`src/rtl/core/positional_list_engine_macros.svh`:
```
// ----------------------------------------------------------------------------
// Positional list engine assertion macros
// Shared concurrent assertion forms used by the list engine RTL.
// ----------------------------------------------------------------------------
`ifndef POSITIONAL_LIST_ENGINE_MACROS_SVH
`define POSITIONAL_LIST_ENGINE_MACROS_SVH

// The consequent must hold in the same cycle as the antecedent.
`define PLE_ASSERT_SAME(label, clk, rst, ante, cons) \
  label: assert property (@(posedge clk) disable iff (rst) (ante) |-> (cons)) \
    else $error("list engine check failed");

// The consequent must hold in the cycle after the antecedent.
`define PLE_ASSERT_NEXT(label, clk, rst, ante, cons) \
  label: assert property (@(posedge clk) disable iff (rst) (ante) |=> (cons)) \
    else $error("list engine check failed");

`endif

```
`src/rtl/core/ple_pkg.sv`:
```
// ----------------------------------------------------------------------------
// Positional list engine package
// Item types, command codes and cell control shared by the list engine.
// ----------------------------------------------------------------------------
package ple_pkg;

  localparam int unsigned CAPACITY_DEF = 16;
  localparam int unsigned POS_W        = 5;
  localparam int unsigned VAL_W        = 32;
  localparam int unsigned OUT_CNT_W    = 5;

  localparam logic [1:0] CMD_INSERT = 2'd0;
  localparam logic [1:0] CMD_DELETE = 2'd1;
  localparam logic [1:0] CMD_LOCATE = 2'd2;

  typedef struct packed {
    logic [1:0]              command;
    logic [POS_W-1:0]        position;
    logic signed [VAL_W-1:0] value;
  } cmd_item_t;

  typedef struct packed {
    logic                        ok;
    logic signed [VAL_W-1:0]     removed_value;
    logic [OUT_CNT_W-1:0]        found_at;
    logic [OUT_CNT_W-1:0]        count;
  } rsp_item_t;

  typedef struct packed {
    logic ins;
    logic del;
    logic load;
    logic shift;
  } cell_ctrl_t;

  typedef enum logic [1:0] {
    S_IDLE = 2'b01,
    S_SCAN = 2'b10
  } state_t;

endpackage

```
`src/rtl/core/positional_list_engine.sv`:
```
// ----------------------------------------------------------------------------
// Positional list engine
// Ordered list of signed words with insert, delete and locate commands.
// ----------------------------------------------------------------------------
// Insert, delete and an unused command code complete in the accepting cycle:
// a good insert or delete shifts the entries at or after the position by one
// cell, and the result is registered at that edge. Locate compares all
// entries at once, then shifts the match bits one cell per cycle toward the
// head until the head bit is set or the scan index reaches the count, and
// then waits for a free result register. A new item is taken once the chain
// is idle and the result register is free or being emptied.
`include "positional_list_engine_macros.svh"

module positional_list_engine
  import ple_pkg::*;
#(
  parameter int unsigned CAPACITY = CAPACITY_DEF
) (
  input  logic      clk,
  input  logic      rst,
  input  logic      cmd_valid,
  output logic      cmd_stall,
  input  cmd_item_t cmd,
  output logic      rsp_valid,
  input  logic      rsp_stall,
  output rsp_item_t rsp
);

  localparam int unsigned CW = $clog2(CAPACITY + 1);
  localparam int unsigned EW = ((CW > POS_W) ? CW : POS_W) + 1;
  localparam int unsigned RN = (CAPACITY < 31) ? CAPACITY : 31;

  state_t           state;
  logic [CW-1:0]    count_q;
  logic [CW-1:0]    count_next;
  logic [CW-1:0]    idx;
  logic             cmd_acc;
  logic             out_free;
  logic             ins_ok;
  logic             del_ok;
  logic             scan_done;
  logic             rsp_set;
  logic [EW-1:0]    pos_e;
  logic [EW-1:0]    cnt_e;
  logic [VAL_W-1:0] removed;
  cell_ctrl_t       ctrl;
  logic [VAL_W-1:0] data_w [CAPACITY];
  logic             match_w [CAPACITY];

  assign out_free  = !rsp_valid || !rsp_stall;
  assign cmd_stall = !((state == S_IDLE) && out_free);
  assign cmd_acc   = cmd_valid && !cmd_stall;

  assign pos_e  = EW'(cmd.position);
  assign cnt_e  = EW'(count_q);
  assign ins_ok = (cmd.command == CMD_INSERT) && (pos_e != '0) &&
                  (pos_e <= cnt_e + EW'(1)) && (cnt_e < EW'(CAPACITY));
  assign del_ok = (cmd.command == CMD_DELETE) && (pos_e != '0) && (pos_e <= cnt_e);

  assign scan_done = (state == S_SCAN) && ((idx >= count_q) || match_w[0]);
  assign rsp_set   = (cmd_acc && (cmd.command != CMD_LOCATE)) || (scan_done && out_free);

  always_comb begin
    ctrl.ins   = cmd_acc && ins_ok;
    ctrl.del   = cmd_acc && del_ok;
    ctrl.load  = cmd_acc && (cmd.command == CMD_LOCATE);
    ctrl.shift = (state == S_SCAN) && !scan_done;
  end

  always_comb begin
    count_next = count_q;
    if (ctrl.ins) begin
      count_next = count_q + CW'(1);
    end else if (ctrl.del) begin
      count_next = count_q - CW'(1);
    end
  end

  always_comb begin
    removed = '0;
    for (int i = 0; i < RN; i++) begin
      if (pos_e == EW'(i + 1)) begin
        removed = removed | data_w[i];
      end
    end
  end

  for (genvar g = 0; g < CAPACITY; g++) begin : g_cell
    logic [VAL_W-1:0] left_d;
    logic [VAL_W-1:0] right_d;
    logic             right_m;

    if (g == 0) begin : g_head
      assign left_d = cmd.value;
    end else begin : g_mid
      assign left_d = data_w[g-1];
    end
    if (g == CAPACITY - 1) begin : g_tail
      assign right_d = data_w[g];
      assign right_m = 1'b0;
    end else begin : g_body
      assign right_d = data_w[g+1];
      assign right_m = match_w[g+1];
    end

    ple_cell #(
      .IDX   (g),
      .CNT_W (CW)
    ) u_cell (
      .clk         (clk),
      .ctrl        (ctrl),
      .position    (cmd.position),
      .count       (count_q),
      .value       (cmd.value),
      .left_data   (left_d),
      .right_data  (right_d),
      .right_match (right_m),
      .data        (data_w[g]),
      .match       (match_w[g])
    );
  end

  always_ff @(posedge clk) begin
    if (rst) begin
      state     <= S_IDLE;
      count_q   <= '0;
      idx       <= '0;
      rsp_valid <= 1'b0;
    end else begin
      count_q <= count_next;
      if (rsp_set) begin
        rsp_valid <= 1'b1;
      end else if (rsp_valid && !rsp_stall) begin
        rsp_valid <= 1'b0;
      end
      case (state)
        S_IDLE: begin
          if (cmd_acc && (cmd.command == CMD_LOCATE)) begin
            state <= S_SCAN;
            idx   <= '0;
          end
        end
        S_SCAN: begin
          if (scan_done) begin
            if (out_free) begin
              state <= S_IDLE;
            end
          end else begin
            idx <= idx + CW'(1);
          end
        end
        default: begin
          state <= S_IDLE;
        end
      endcase
    end
  end

  always_ff @(posedge clk) begin
    if (cmd_acc && (cmd.command != CMD_LOCATE)) begin
      rsp.ok            <= ins_ok || del_ok;
      rsp.removed_value <= del_ok ? removed : '0;
      rsp.found_at      <= '0;
      rsp.count         <= OUT_CNT_W'(count_next);
    end else if (scan_done && out_free) begin
      rsp.ok            <= 1'b1;
      rsp.removed_value <= '0;
      rsp.found_at      <= (match_w[0] && (idx < count_q)) ? OUT_CNT_W'(idx + CW'(1)) : '0;
      rsp.count         <= OUT_CNT_W'(count_q);
    end
  end

  // The count never passes the capacity of the chain.
  `PLE_ASSERT_SAME(a_count_cap, clk, rst, 1'b1, count_q <= CW'(CAPACITY))
  // No item is taken while a locate scan runs.
  `PLE_ASSERT_SAME(a_scan_stall, clk, rst, state == S_SCAN, cmd_stall)
  // A good insert grows the list by exactly one entry.
  `PLE_ASSERT_NEXT(a_ins_grow, clk, rst, ctrl.ins, count_q == $past(count_q) + CW'(1))
  // A good delete shrinks the list by exactly one entry.
  `PLE_ASSERT_NEXT(a_del_shrink, clk, rst, ctrl.del, count_q == $past(count_q) - CW'(1))

endmodule

```
`src/rtl/core/ple_cell.sv`:
```
// ----------------------------------------------------------------------------
// Positional list engine cell
// Holds one list entry and one match bit, exchanging both with its neighbors.
// ----------------------------------------------------------------------------
module ple_cell
  import ple_pkg::*;
#(
  parameter int unsigned IDX   = 0,
  parameter int unsigned CNT_W = 5
) (
  input  logic             clk,
  input  cell_ctrl_t       ctrl,
  input  logic [POS_W-1:0] position,
  input  logic [CNT_W-1:0] count,
  input  logic [VAL_W-1:0] value,
  input  logic [VAL_W-1:0] left_data,
  input  logic [VAL_W-1:0] right_data,
  input  logic             right_match,
  output logic [VAL_W-1:0] data,
  output logic             match
);

  localparam int unsigned SLOT = IDX + 1;

  logic at_pos;
  logic after_pos;
  logic in_list;

  assign at_pos    = (SLOT == 32'(position));
  assign after_pos = (SLOT > 32'(position));
  assign in_list   = (IDX < 32'(count));

  always_ff @(posedge clk) begin
    if (ctrl.ins) begin
      if (at_pos) begin
        data <= value;
      end else if (after_pos) begin
        data <= left_data;
      end
    end else if (ctrl.del) begin
      if (at_pos || after_pos) begin
        data <= right_data;
      end
    end
    if (ctrl.load) begin
      match <= (data == value) && in_list;
    end else if (ctrl.shift) begin
      match <= right_match;
    end
  end

endmodule

```
`config.mk`:
```
export PLATFORM = sky130hd
export DESIGN_NAME = positional_list_engine
export DESIGN_NICKNAME = d
export VERILOG_FILES = /design/src/rtl/core/ple_pkg.sv /design/src/rtl/core/positional_list_engine.sv /design/src/rtl/core/ple_cell.sv
export VERILOG_INCLUDE_DIRS = /design/src /design/src/rtl/core
export SDC_FILE = /design/constraint.sdc
export NUM_CORES = 2
export LEC_CHECK = 0
export BUFFER_PORTS_ARGS = -buffer_cell sky130_fd_sc_hd__buf_2
export CAP_MARGIN = 20
export CORE_ASPECT_RATIO = 0.7
export CORE_MARGIN = 4
export CORE_UTILIZATION = 45
export CTS_CLUSTER_DIAMETER = 60
export CTS_CLUSTER_SIZE = 25
export DETAILED_ROUTE_END_ITERATION = 16
export GPL_TIMING_DRIVEN = 0
export MAX_ROUTING_LAYER = met4
export PLACE_DENSITY = 0.67
export SLEW_MARGIN = 10
export SYNTH_ARGS = -nofsm -noshare
export SYNTH_HDL_FRONTEND = slang
export SYNTH_HIERARCHICAL = 1
export SYNTH_SLANG_ARGS = --single-unit
```
`constraint.sdc`:
```
create_clock -name clk -period 10.2 [get_ports clk]
set_input_delay 0.51 -clock clk [delete_from_list [all_inputs] [get_ports clk]]
set_output_delay 0.51 -clock clk [all_outputs]
set_load 0.02 [all_outputs]
```
==> flow_summary.ini <==
[status]
outcome = complete, no violations

[sta]
setup_tns_ps = 0
period_share_pct = 60.3
max-slew-margin-rel_pct = 13.5
drv_slew = 0
worst_pin_slew_ps = 1290
period_needed_ps = 6150
setup_viol = 0
hold_viol = 0
skew_ps = 38.4
rsz0062_at_grt = false
fmax_mhz = 162

[pwr]
p_per_area_mw_per_mm2 = 130
internal-power_uw = 3840
p_clk_share_pct = 37.2
p_sw_uw = 1720
ir_drop_uv = 149
cellLeakagePower_uw = 0.0162
p_seq_share_pct = 49.1
swShare_pct = 31.0
pwr-share-comb_pct = 13.7

[routing]
met1_length_um = 73100
dr_wl_met3_um = 32400
finalWirelength_um = 170000
wl_per_cell_um = 33.1
met2WireLength_um = 62500
drtAntennaViolNets = 0
dr_total_vias = 33900
via_per_inst = 6.61
drc = 0
highest_layer = met4
drt_iter0_markers = 5948
drtPass1Iterations = 6

[worst_setup_path]
crit_path_start = count_q[1]
r2r_slack_ps = 4050
max_stage_delay_ps = 1140
critical_path.top_delay_family = buffers and inverters
worst_path_most_repeated_cell = inv_1
cp.arrival_ps = 6430
worst-endpoint-required_ps = 10480
rr_startpoint = count_q[1]
cp_slowest_cell = dfxtp_1
worstPathCellList = inv_1 > ha_1 > inv_1 > ha_1 > nand2b_1 > a21oi_1 > o31ai_1 > nand3_1 > inv_1 > buf_16 > clkbuf_1 > buf_1 > o21a_2
crit_fanout = 32
cp.buffers_inverters = 6
end_kind = flip-flop
start_kind = flip-flop
path_class = reg2reg

[grt]
grt_max_degree = 36
grt_pass1_vias = 29800
antenna_found_initial = 5
grt_pass1_wl_um = 234000
grt.overflow.total = 0
grt_usage_pct = 37.3

[clock_tree]
numCtsBuffers = 45
insertion_delay_ps = 650
postCtsSetupBuffers = 0
cts_tree = built
clock_sinks = 584
postCtsResizedCells = 0
hold_buffers = 0
cts.root.buffer_cell = clkbuf_16
clockBufferDepth = 3
h-tree-depth = 2
clk_pin_slew_worst_paths_ps = 90

[cells_and_area]
final_common_cell = nor2_1
fin_cells = 5134
drive_gt1_share_pct = 8.49
final_nets = 4019
final_cell_mix = nor2_1 (580), edfxtp_1 (566), a21oi_1 (528)
area_growth_pct = 10.8
n_fill_cell = 7867

[yosys]
ys_warn_count = 6
syn_avg_cell_area_um2 = 10.2
synthArstFlopShare_pct = 0
yosysSeqAreaShare_pct = 44.8
synth_cells = 3789
synth_top_area_share_pct = 43.9
ys.flop_type = edfxtp_1
synth_area_mm2 = 0.0387
postSynthRegisterBits = 584
synth_edf_count = 566
yosysUniqueCellTypes = 77
netlist_top_cells_area = edfxtp_1 (44%), mux2i_1 (13%), xor2_1 (9.8%)
yosysTopAreaCell = edfxtp_1
syn_nets = 3850

[floorplanning]
initial_core_util_pct = 45.7
boundaryPins = 88
die_x_um = 359
rows = 89
core_area_mm2 = 0.0847
fp.dieH_um = 253
design.die.area_mm2 = 0.0909

[worst_hold_path]
hold_path_class = in2reg
min_from = rst

[placement]
gp_congestion = 1.10
dp_hpwl_um = 136000
dp_cells = 5042
port_buffers = 87

[flow_run]
drv_cap = 0
## worst register-to-register path, cell delays in order (launching register included)
cell and delay [ps]:
dfxtp_1 1140, inv_1 410, ha_1 420, inv_1 60
ha_1 280, nand2b_1 70, a21oi_1 60, o31ai_1 320
nand3_1 330, inv_1 500, buf_16 230, clkbuf_1 600
buf_1 530, o21a_2 840
## routing by layer
metal  vias up  GRT usage, %
met5         -             -
met4         0          3.23
met3       167          21.6
met2      2530          45.2
met1     16800          54.3
li1      14400             -
## layout make-up
class / instances / area (um^2) / share of cell area, %
timing repair buffer: 122 / 947 / 2.21
multi-input combinational: 2962 / 20100 / 46.9
tap: 1137 / 1420 / 3.32
inverter: 24 / 90.1 / 0.210
clock inverter: 36 / 472 / 1.10
sequential: 584 / 17400 / 40.5
clock buffer: 47 / 1180 / 2.74
antenna: 3 / 7.51 / 0.0175
buffer: 219 / 1280 / 2.98
## sequential cells by signal, indices dropped and copies added (netlist names)
name and count:
g_cell.u_cell/match 16, g_cell.u_cell/data 512, count_q 5, rsp 43, rsp_valid 1, idx 5, state 2
## stage by stage
step / hold WS [ps] / power (uW) / util [%] / instance area (um^2) / worst slack (ps)
2_1_floorplan: 460 / 3110 / - / 38700 / 3790
3_3_place_gp: 446 / 3460 / 47.9 / 40600 / 399
4_1_cts: 182 / 5500 / 50.5 / 42800 / 4340
5_1_grt: 220 / 5690 / 50.6 / 42900 / 3900
6_report: 225 / 5560 / 50.6 / 42900 / 4050
3_5_place_dp: 447 / 3480 / 48.6 / 41200 / 4400
## cells by family after synthesis
logic type / synth area share (%)
other: 0.00969
flip-flops: 44.8
XOR/XNOR: 11.7
adder cells (fa/ha/maj): 0.582
buffers and inverters: 3.53
multiplexers: 13.2
AND/OR/NAND/NOR: 12.6
AO/OA/AOI/OAI: 13.5
## power by group through the flow
| stage | sequential (uW) | clock [uW] | combinational [uW] |
|---|---|---|---|
| floorplan | 2760 | 0 | 344 |
| global placement | 2790 | 0 | 674 |
| detailed placement | 2780 | 0 | 696 |
| CTS | 2730 | 2070 | 700 |
| global route | 2730 | 2180 | 779 |
| finish | 2730 | 2070 | 760 |
## cells in the mapped netlist, drive strengths merged (2+ instances only)
| cell | n |
|---|---|
| a2111o | 2 |
| a211oi | 7 |
| a21o | 3 |
| a21oi | 530 |
| a22oi | 257 |
| a311oi | 3 |
| a31oi | 4 |
| and3 | 3 |
| buf | 86 |
| clkbuf | 133 |
| dfxtp | 18 |
| edfxtp | 566 |
| ha | 18 |
| inv | 24 |
| mux2i | 512 |
| nand2 | 148 |
| nand2b | 20 |
| nand3 | 29 |
| nand3b | 2 |
| nand4 | 45 |
| nand4b | 3 |
| nor2 | 588 |
| nor2b | 7 |
| nor3 | 28 |
| nor4 | 144 |
| o2111ai | 4 |
| o211a | 2 |
| o21a | 8 |
| o21ai | 11 |
| o22ai | 6 |
| o2bb2ai | 5 |
| o31a | 2 |
| o31ai | 13 |
| o32ai | 2 |
| or2 | 18 |
| or3 | 5 |
| or4 | 3 |
| xnor2 | 85 |
| xor2 | 431 |
## worst paths after layout
kind,endpoint,depth (start not counted)
min,count_q[4],3
max reg2reg,g_cell[2].u_cell/data[20],13
min reg2reg,rsp[5],1
max,g_cell[2].u_cell/data[20],13
(Power assumes the default switching activity.)
